File: src/rtl/ppp_pkg.sv
//------------------------------------------------------------------------------
// ppp_pkg
// Widths, register indexes, control types and alphabet tables for the
// passcode character generator.
//------------------------------------------------------------------------------
`default_nettype none

package ppp_pkg;

  localparam int unsigned CipherW        = 64;
  localparam int unsigned BlockW         = 2 * CipherW;
  localparam int unsigned DigitW         = 8;
  localparam int unsigned NumSteps       = BlockW / DigitW;
  localparam int unsigned StepW          = $clog2(NumSteps);
  localparam int unsigned CharW          = 7;
  localparam int unsigned RemW           = 7;
  localparam int unsigned SelW           = 3;
  localparam int unsigned LenW           = 5;
  localparam int unsigned CfgIdxW        = 2;
  localparam int unsigned CfgDataW       = 8;
  localparam int unsigned MaxCodeLength  = 16;
  localparam int unsigned MinCodeLength  = 2;

  localparam logic [CfgIdxW-1:0] REG_ALPHABET_SELECT = CfgIdxW'(0);
  localparam logic [CfgIdxW-1:0] REG_CHAR_COUNT      = CfgIdxW'(1);

  localparam logic [SelW-1:0] SEL_SIMPLE      = SelW'(1);
  localparam logic [SelW-1:0] SEL_EXTENDED    = SelW'(2);
  localparam logic [SelW-1:0] SEL_SIMPLE_NV   = SelW'(3);
  localparam logic [SelW-1:0] SEL_EXTENDED_NV = SelW'(4);
  localparam logic [SelW-1:0] SEL_ALNUM       = SelW'(5);

  localparam logic [SelW-1:0] ALPHABET_SELECT_RST = SEL_SIMPLE;
  localparam logic [LenW-1:0] CHAR_COUNT_RST      = LenW'(4);

  localparam int unsigned LenSimple     = 64;
  localparam int unsigned LenExtended   = 88;
  localparam int unsigned LenSimpleNv   = 54;
  localparam int unsigned LenExtendedNv = 77;
  localparam int unsigned LenAlnum      = 56;

  localparam logic [8*LenSimple-1:0] ABC_SIMPLE =
    "!#%+23456789:=?@ABCDEFGHJKLMNPRSTUVWXYZabcdefghijkmnopqrstuvwxyz";
  localparam logic [8*LenExtended-1:0] ABC_EXTENDED =
    "!\"#$%&'()*+,-./23456789:;<=>?@ABCDEFGHJKLMNOPRSTUVWXYZ[\\]^_abcdefghijkmnopqrstuvwxyz{|}~";
  localparam logic [8*LenSimpleNv-1:0] ABC_SIMPLE_NV =
    "!#%+23456789:=?@BCDFGHJKLMNPRSTVWXZbcdfghjkmnpqrstvwxz";
  localparam logic [8*LenExtendedNv-1:0] ABC_EXTENDED_NV =
    "!\"#$%&'()*+,-./23456789:;<=>?@BCDFGHJKLMNPRSTVWXZ[\\]^_bcdfghjkmnpqrstvwxz{|}~";
  localparam logic [8*LenAlnum-1:0] ABC_ALNUM =
    "23456789ABCDEFGHJKLMNPRSTUVWXYZabcdefghijkmnopqrstuvwxyz";

  typedef enum logic [1:0] {
    ST_IDLE,
    ST_DIV,
    ST_OUT
  } state_e;

  typedef struct packed {
    logic load;
    logic step;
    logic first;
  } div_ctrl_t;

  function automatic logic [RemW-1:0] abc_len(input logic [SelW-1:0] sel);
    logic [RemW-1:0] len;
    unique case (sel)
      SEL_EXTENDED:    len = RemW'(LenExtended);
      SEL_SIMPLE_NV:   len = RemW'(LenSimpleNv);
      SEL_EXTENDED_NV: len = RemW'(LenExtendedNv);
      SEL_ALNUM:       len = RemW'(LenAlnum);
      default:         len = RemW'(LenSimple);
    endcase
    return len;
  endfunction

  // idx is always below the length of the selected alphabet
  function automatic logic [CharW-1:0] abc_char(input logic [SelW-1:0] sel,
                                                input logic [RemW-1:0] idx);
    logic [CharW-1:0] ch;
    int               i;
    i = int'(idx);
    unique case (sel)
      SEL_EXTENDED:    ch = ABC_EXTENDED[8*(LenExtended-1-i) +: CharW];
      SEL_SIMPLE_NV:   ch = ABC_SIMPLE_NV[8*(LenSimpleNv-1-i) +: CharW];
      SEL_EXTENDED_NV: ch = ABC_EXTENDED_NV[8*(LenExtendedNv-1-i) +: CharW];
      SEL_ALNUM:       ch = ABC_ALNUM[8*(LenAlnum-1-i) +: CharW];
      default:         ch = ABC_SIMPLE[8*(LenSimple-1-i) +: CharW];
    endcase
    return ch;
  endfunction

endpackage

`default_nettype wire

File: src/rtl/ppp_if.sv
//------------------------------------------------------------------------------
// ppp_if
// Valid/ready channels: cipher block input, passcode character output and
// register write port.
//------------------------------------------------------------------------------
`default_nettype none

interface ppp_cipher_if;
  logic                          valid;
  logic                          ready;
  logic [ppp_pkg::CipherW-1:0]   cipher_high;
  logic [ppp_pkg::CipherW-1:0]   cipher_low;

  modport source (output valid, cipher_high, cipher_low, input ready);
  modport sink   (input valid, cipher_high, cipher_low, output ready);
endinterface

interface ppp_char_if;
  logic                          valid;
  logic                          ready;
  logic [ppp_pkg::CharW-1:0]     passcode_char;
  logic                          last_char;

  modport source (output valid, passcode_char, last_char, input ready);
  modport sink   (input valid, passcode_char, last_char, output ready);
endinterface

interface ppp_cfg_if;
  logic                          valid;
  logic                          ready;
  logic [ppp_pkg::CfgIdxW-1:0]   index;
  logic [ppp_pkg::CfgDataW-1:0]  data;

  modport source (output valid, index, data, input ready);
  modport sink   (input valid, index, data, output ready);
endinterface

`default_nettype wire

File: src/rtl/ppp_div.sv
//------------------------------------------------------------------------------
// ppp_div
// Byte-serial long division of the 128-bit block by a small divisor. One
// byte per step, quotient bytes shift back in, remainder kept.
//------------------------------------------------------------------------------
`default_nettype none

module ppp_div (
  input  wire                             clk_i,
  input  wire                             rst_ni,
  input  wire  ppp_pkg::div_ctrl_t        ctrl_i,
  input  wire  [ppp_pkg::BlockW-1:0]      block_i,
  input  wire  [ppp_pkg::RemW-1:0]        divisor_i,
  output logic [ppp_pkg::RemW-1:0]        rem_o
);

  logic [ppp_pkg::BlockW-1:0] val_q, val_d;
  logic [ppp_pkg::RemW-1:0]   rem_q, rem_d;
  logic [ppp_pkg::DigitW-1:0] quot;
  logic [ppp_pkg::RemW-1:0]   rem_in;
  logic [ppp_pkg::RemW-1:0]   rem_nx;

  // restoring divide of {rem, byte} by divisor, one bit per inner step
  always_comb begin
    logic [ppp_pkg::RemW:0]     t;
    logic [ppp_pkg::RemW-1:0]   r;
    logic [ppp_pkg::DigitW-1:0] b;
    rem_in = ctrl_i.first ? '0 : rem_q;
    r      = rem_in;
    b      = val_q[ppp_pkg::BlockW-1 -: ppp_pkg::DigitW];
    quot   = '0;
    for (int i = ppp_pkg::DigitW - 1; i >= 0; i--) begin
      t = {r, b[i]};
      if (t >= {1'b0, divisor_i}) begin
        t       = t - {1'b0, divisor_i};
        quot[i] = 1'b1;
      end
      r = t[ppp_pkg::RemW-1:0];
    end
    rem_nx = r;
  end

  always_comb begin
    val_d = val_q;
    rem_d = rem_q;
    if (ctrl_i.load) begin
      val_d = block_i;
      rem_d = '0;
    end else if (ctrl_i.step) begin
      val_d = {val_q[ppp_pkg::BlockW-ppp_pkg::DigitW-1:0], quot};
      rem_d = rem_nx;
    end
  end

  always_ff @(posedge clk_i) begin
    val_q <= val_d;
  end

  always_ff @(posedge clk_i or negedge rst_ni) begin
    if (!rst_ni) begin
      rem_q <= '0;
    end else begin
      rem_q <= rem_d;
    end
  end

  assign rem_o = rem_q;

endmodule

`default_nettype wire

File: src/rtl/cipher_to_passcode_chars.sv
//------------------------------------------------------------------------------
// cipher_to_passcode_chars
// Turns one 128-bit encrypted counter block into passcode characters.
//------------------------------------------------------------------------------
// One block is taken while the block is idle. Each character comes from one
// division of the whole block by the alphabet length, done one byte per
// cycle by the byte-serial divider, followed by an output state in which
// the character is offered until it is taken. Characters leave least
// significant digit first; the final one carries last_char. Registers:
// index 0 alphabet_select, index 1 character count; write them only while
// idle.
//------------------------------------------------------------------------------
`default_nettype none

module cipher_to_passcode_chars #(
  parameter int unsigned MaxCodeLength = ppp_pkg::MaxCodeLength
) (
  input  wire          clk_i,
  input  wire          rst_ni,
  ppp_cfg_if.sink      cfg_i,
  ppp_cipher_if.sink   cipher_i,
  ppp_char_if.source   char_o
);

  localparam int unsigned DigCntW = (MaxCodeLength > 1) ? $clog2(MaxCodeLength) : 1;

  ppp_pkg::state_e             state_q, state_d;
  logic [ppp_pkg::StepW-1:0]   step_q, step_d;
  logic [DigCntW-1:0]          digit_q, digit_d;
  logic [DigCntW-1:0]          nm1_q, nm1_d;
  logic [ppp_pkg::SelW-1:0]    sel_q, sel_d;
  logic [ppp_pkg::SelW-1:0]    alphabet_select_q;
  logic [ppp_pkg::LenW-1:0]    char_count_q;
  ppp_pkg::div_ctrl_t          div_ctrl;
  logic [ppp_pkg::RemW-1:0]    div_rem;
  logic [ppp_pkg::RemW-1:0]    div_len;
  logic                        last;

  // register writes
  assign cfg_i.ready = 1'b1;

  always_ff @(posedge clk_i or negedge rst_ni) begin
    if (!rst_ni) begin
      alphabet_select_q <= ppp_pkg::ALPHABET_SELECT_RST;
      char_count_q      <= ppp_pkg::CHAR_COUNT_RST;
    end else if (cfg_i.valid) begin
      if (cfg_i.index == ppp_pkg::REG_ALPHABET_SELECT) begin
        alphabet_select_q <= cfg_i.data[ppp_pkg::SelW-1:0];
      end else if (cfg_i.index == ppp_pkg::REG_CHAR_COUNT) begin
        char_count_q <= cfg_i.data[ppp_pkg::LenW-1:0];
      end
    end
  end

  assign div_len = ppp_pkg::abc_len(sel_q);
  assign last    = (digit_q == nm1_q);

  ppp_div u_div (
    .clk_i     (clk_i),
    .rst_ni    (rst_ni),
    .ctrl_i    (div_ctrl),
    .block_i   ({cipher_i.cipher_high, cipher_i.cipher_low}),
    .divisor_i (div_len),
    .rem_o     (div_rem)
  );

  assign char_o.passcode_char = ppp_pkg::abc_char(sel_q, div_rem);
  assign char_o.last_char     = last;

  always_comb begin
    state_d        = state_q;
    step_d         = step_q;
    digit_d        = digit_q;
    nm1_d          = nm1_q;
    sel_d          = sel_q;
    div_ctrl       = '0;
    cipher_i.ready = 1'b0;
    char_o.valid   = 1'b0;
    unique case (state_q)
      ppp_pkg::ST_IDLE: begin
        cipher_i.ready = 1'b1;
        if (cipher_i.valid) begin
          div_ctrl.load = 1'b1;
          step_d        = '0;
          digit_d       = '0;
          if (alphabet_select_q == '0 || alphabet_select_q > ppp_pkg::SEL_ALNUM) begin
            sel_d = ppp_pkg::SEL_SIMPLE;
          end else begin
            sel_d = alphabet_select_q;
          end
          if (char_count_q < ppp_pkg::LenW'(ppp_pkg::MinCodeLength)) begin
            nm1_d = DigCntW'(ppp_pkg::MinCodeLength - 1);
          end else if (char_count_q > ppp_pkg::LenW'(MaxCodeLength)) begin
            nm1_d = DigCntW'(MaxCodeLength - 1);
          end else begin
            nm1_d = DigCntW'(char_count_q - ppp_pkg::LenW'(1));
          end
          state_d = ppp_pkg::ST_DIV;
        end
      end
      ppp_pkg::ST_DIV: begin
        div_ctrl.step  = 1'b1;
        div_ctrl.first = (step_q == '0);
        step_d         = step_q + ppp_pkg::StepW'(1);
        if (step_q == ppp_pkg::StepW'(ppp_pkg::NumSteps - 1)) begin
          state_d = ppp_pkg::ST_OUT;
        end
      end
      ppp_pkg::ST_OUT: begin
        char_o.valid = 1'b1;
        if (char_o.ready) begin
          if (last) begin
            state_d = ppp_pkg::ST_IDLE;
          end else begin
            digit_d = digit_q + DigCntW'(1);
            step_d  = '0;
            state_d = ppp_pkg::ST_DIV;
          end
        end
      end
      default: begin
        state_d = ppp_pkg::ST_IDLE;
      end
    endcase
  end

  always_ff @(posedge clk_i or negedge rst_ni) begin
    if (!rst_ni) begin
      state_q <= ppp_pkg::ST_IDLE;
      step_q  <= '0;
      digit_q <= '0;
      nm1_q   <= '0;
      sel_q   <= ppp_pkg::SEL_SIMPLE;
    end else begin
      state_q <= state_d;
      step_q  <= step_d;
      digit_q <= digit_d;
      nm1_q   <= nm1_d;
      sel_q   <= sel_d;
    end
  end

`ifndef SYNTHESIS
  a_no_accept_while_pending: assert property (@(posedge clk_i) disable iff (!rst_ni)
    (cipher_i.valid && cipher_i.ready) |-> !char_o.valid)
    else $error("block accepted while a character is pending");

  a_rem_below_len: assert property (@(posedge clk_i) disable iff (!rst_ni)
    char_o.valid |-> (div_rem < div_len))
    else $error("remainder not below alphabet length");

  a_last_returns_idle: assert property (@(posedge clk_i) disable iff (!rst_ni)
    (char_o.valid && char_o.ready && char_o.last_char) |=> cipher_i.ready)
    else $error("not idle after last character transfer");

  a_div_done_offers: assert property (@(posedge clk_i) disable iff (!rst_ni)
    (state_q == ppp_pkg::ST_DIV && step_q == ppp_pkg::StepW'(ppp_pkg::NumSteps - 1))
    |=> char_o.valid)
    else $error("character not offered after final division step");
`endif

endmodule

`default_nettype wire

File: src/flat_wrapper.sv
// flat-port wrapper written by rule: the top's interface ports become plain ports
module cipher_to_passcode_chars_flat 
#(
  parameter int unsigned MaxCodeLength = ppp_pkg::MaxCodeLength
)
  (clk_i, rst_ni, cfg_i_valid, cfg_i_index, cfg_i_data, cfg_i_ready, cipher_i_valid, cipher_i_cipher_high, cipher_i_cipher_low, cipher_i_ready, char_o_valid, char_o_passcode_char, char_o_last_char, char_o_ready);
  ppp_cfg_if cfg_i_i ();
  ppp_cipher_if cipher_i_i ();
  ppp_char_if char_o_i ();
  input  wire clk_i;
  input  wire rst_ni;
  input wire logic [$bits(cfg_i_i.valid)-1:0] cfg_i_valid;
  input wire logic [$bits(cfg_i_i.index)-1:0] cfg_i_index;
  input wire logic [$bits(cfg_i_i.data)-1:0] cfg_i_data;
  output wire logic [$bits(cfg_i_i.ready)-1:0] cfg_i_ready;
  input wire logic [$bits(cipher_i_i.valid)-1:0] cipher_i_valid;
  input wire logic [$bits(cipher_i_i.cipher_high)-1:0] cipher_i_cipher_high;
  input wire logic [$bits(cipher_i_i.cipher_low)-1:0] cipher_i_cipher_low;
  output wire logic [$bits(cipher_i_i.ready)-1:0] cipher_i_ready;
  output wire logic [$bits(char_o_i.valid)-1:0] char_o_valid;
  output wire logic [$bits(char_o_i.passcode_char)-1:0] char_o_passcode_char;
  output wire logic [$bits(char_o_i.last_char)-1:0] char_o_last_char;
  input wire logic [$bits(char_o_i.ready)-1:0] char_o_ready;
  assign cfg_i_i.valid = cfg_i_valid;
  assign cfg_i_i.index = cfg_i_index;
  assign cfg_i_i.data = cfg_i_data;
  assign cfg_i_ready = cfg_i_i.ready;
  assign cipher_i_i.valid = cipher_i_valid;
  assign cipher_i_i.cipher_high = cipher_i_cipher_high;
  assign cipher_i_i.cipher_low = cipher_i_cipher_low;
  assign cipher_i_ready = cipher_i_i.ready;
  assign char_o_valid = char_o_i.valid;
  assign char_o_passcode_char = char_o_i.passcode_char;
  assign char_o_last_char = char_o_i.last_char;
  assign char_o_i.ready = char_o_ready;
  cipher_to_passcode_chars #(.MaxCodeLength(MaxCodeLength)) u_core (.clk_i(clk_i), .rst_ni(rst_ni), .cfg_i(cfg_i_i), .cipher_i(cipher_i_i), .char_o(char_o_i));
endmodule
File: config.mk
export PLATFORM = sky130hd
export DESIGN_NAME = cipher_to_passcode_chars_flat
export DESIGN_NICKNAME = d
export VERILOG_FILES = /design/src/rtl/ppp_pkg.sv /design/src/rtl/ppp_if.sv /design/src/rtl/ppp_div.sv /design/src/rtl/cipher_to_passcode_chars.sv /design/src/flat_wrapper.sv
export SDC_FILE = /design/constraint.sdc
export NUM_CORES = 1
export LEC_CHECK = 0
export BUFFER_PORTS_ARGS = -buffer_cell sky130_fd_sc_hd__clkbuf_2
export CAP_MARGIN = 10
export CORE_MARGIN = 2
export CORE_UTILIZATION = 60
export CTS_CLUSTER_SIZE = 24
export DETAILED_ROUTE_END_ITERATION = 7
export PLACE_DENSITY_LB_ADDON = 0.25
export SYNTH_ARGS = -nofsm -noshare
export SYNTH_HDL_FRONTEND = slang
export SYNTH_SLANG_ARGS = --single-unit
File: constraint.sdc
create_clock -name clk_i -period 24.6 [get_ports clk_i]
set_input_delay 2.46 -clock clk_i [delete_from_list [all_inputs] [get_ports clk_i]]
set_output_delay 2.46 -clock clk_i [all_outputs]
set_load 0.05 [all_outputs]
==> impl_metrics.ini <==
[final_layout]
area_delta_synth_final_pct = 11.1
fin_nets = 1962
fill_cells = 1811
regArea_um2 = 4650
multi_input_area_um2 = 7830
drive_gt1_share_pct = 14.6
antenna_cells = 0
finalNonFillerCells = 2037

[timing]
skew_ps = 15.4
hold_violations = 0
tightest_slew_ps = 1030
slew_viol_final = 0
setup_viol = 0
final.setup.worst_slack_ps = 4130
period_needed_ps = 20470
fin_crit_sh_pct = 83.2
max_freq_mhz = 48.9
slew_headroom_pct = 31.2
tns_ps = 0
rsz0062_at_grt = no

[grt]
antenna_found_initial = 1
grt_max_degree = 101
grtUsageTotal_pct = 30.1
grt_pass1_vias = 11425
grt_overflow = 0
grt_pass1_wl_um = 55300

[place]
dp_cells = 2005
portBuffers = 149
post-place-ws_ps = 4560
gp_congestion = 0.937
dpl.hpwl_um = 24000

[flow_run]
maxCapViolations = 0

[clock_tree]
cts_buffers = 17
cts_hold_buf = 0
cts_buffer_depth = 2
postCtsSetupBuffers = 0
clkSlewWorstSetupHoldPaths_ps = 70
cts_sinks = 160
insertion_delay_ps = 430
cts_tree = done
root_buffer = clkbuf_16
ctsResizeCount = 0
cts_max_level = 4

[worst_setup_path]
criticalPathCategory = flip-flop to flip-flop
r2r_setup_slack_ps = 4130
endpoint_kind = flip-flop
crit_buf_inv = 7
cp-start-kind = flip-flop
worstPathRequired_ps = 24730
critPathMostFrequentCell = a21o_1
critPathSlowestCell = inv_1
cp_max_fo = 13
crit_path_max_incr_delay_ps = 730
crit_family = compound AO/OA/AOI/OAI gates
critPathArrivalTime_ps = 20590

[synthesis]
avgSynthCellArea_um2 = 7.91
yosysSeqAreaShare_pct = 35.5
syn_area_um2 = 13100
ys_ff_latch = 160
synth_cells = 1656
yosys_warnings = 0
synth_top_cell_area_share_pct = 29.3
synth.area.top_cells = edfxtp_1, nand2_1, ha_1
yosysTopAreaCell = edfxtp_1
synthArstFlopShare_pct = 20.0
synth_cell_type_count = 89
syn_nets = 1874
synth-edff-count = 128
synth_ff_type = edfxtp_1

[drt]
firstDrtPassIters = 6
via_count = 12388
via_per_inst = 6.08
drt_wl_total_um = 34800
drc = 0
initialDrtViolationCount = 1155
wl_per_cell_um = 17.1
detail-route-antenna-nets = 0

[die]
ios = 154
start_util_pct = 60.6
rows = 54
dieArea_um2 = 23000
core_area_um2 = 21600
fp.dieW_um = 152
die_h_um = 152

[status]
status = completed

[worst_hold_path]
hp-class = flip-flop to flip-flop
[per-stage QoR]
step | instance area [um^2] | util (%) | hold slack [ps]
2_1_floorplan | 13100 | - | 470
3_3_place_gp | 14000 | 64.6 | 486
3_5_place_dp | 14000 | 64.6 | 497
4_1_cts | 14600 | 67.3 | 515
5_1_grt | 14600 | 67.3 | 521
6_report | 14600 | 67.3 | 510
[area by class of cell]
cell class | instances | area share (%)
clock inverters | 15 | 1.11
multi-input cells | 1334 | 53.8
clock buffers | 17 | 2.92
well taps | 280 | 2.41
flip-flops and latches | 160 | 31.9
inverters | 60 | 1.56
repair buffers | 171 | 6.26
[synthesized netlist by cell type, drive strengths merged, types with 29 or more instances]
cell type and number:
edfxtp 128, dfrtp 29, xnor2 48, a31oi 29, nand2 458, inv 58
o21ai 97, clkbuf 82, a21oi 118, nor3 36, nor2 127, ha 67
[path summary, 6_finish.rpt]
path | start | endpoint | depth (start not counted)
setup / recovery | u_core.sel_q[0] | u_core.u_div.val_q[0] | 79
min in group asynchronous | rst_ni | u_core.char_count_q[1] | 1
hold / removal | u_core.nm1_q[3] | u_core.nm1_q[3] | 1
setup reg to reg | u_core.sel_q[0] | u_core.u_div.val_q[0] | 79
hold reg to reg | u_core.nm1_q[3] | u_core.nm1_q[3] | 1
max in group asynchronous | rst_ni | u_core.u_div.rem_o[0] | 1
[state kept, by name (all words and copies together), names as in the netlist, 3 cells and up]
signal and cells:
u_core.u_div.val_q 128, u_core.char_count_q 5, u_core.digit_q 4, u_core.step_q 4, u_core.alphabet_select_q 3, u_core.sel_q 3
u_core.u_div.rem_o 7, u_core.nm1_q 4
[worst register-to-register path, delay by kind of cell, from the launching register on]
family	cells	cell delay, ps
AND/OR/NAND/NOR	20	4560
buffers and inverters	7	1380
AO/OA/AOI/OAI	41	9310
flip-flops	1	620
multiplexers	3	1220
adder cells (fa/ha/maj)	8	3070
[cell usage in the layout (no fill, tap or decap), types with 6 or more instances in the layout]
cell type    n
a31oi_1     29
nor2b_1     18
o22ai_1     14
a211oi_1    16
clkbuf_16   17
nor3_1      35
dfrtp_1     28
nand2_1    457
nor2_1     124
a21oi_1    115
inv_1       55
nand4_1     10
fa_1         8
mux2_2      20
buf_4       22
ha_1        67
a21o_1      25
edfxtp_1   128
o31ai_1     13
o221ai_1    11
a21boi_0     6
a221oi_1     7
o211ai_1     8
o21ai_0     94
nor4_1       7
nand2b_1    19
inv_8        7
xnor2_1     48
nand3_1     28
xor2_1      18
mux2i_1     11
clkbuf_2   149
[metal layers]
| layer | up-vias | track usage [%] | part of all wire, % |
|---|---|---|---|
| met5 | - | 0 | 0 |
| met3 | 89 | 6.17 | 7.5 |
| met4 | 0 | 10.6 | 2.9 |
| met2 | 512 | 49.9 | 48 |
| met1 | 5741 | 39.3 | 42 |
| li1 | 6046 | - | - |
[logic make-up after synthesis]
| kind of cell | share of synthesized area [%] |
|---|---|
| simple gates | 24.2 |
| compound gates | 20.8 |
| buf+inv | 4.87 |
| flops | 35.5 |
| fa+ha+maj | 7.62 |
| xor+xnor | 4.41 |
| mux | 2.56 |
| other cells | 0.0286 |
Power is left out: the tool's default activity adds up to more than one toggle a clock period on the data nets, which glitch-free logic cannot reach.
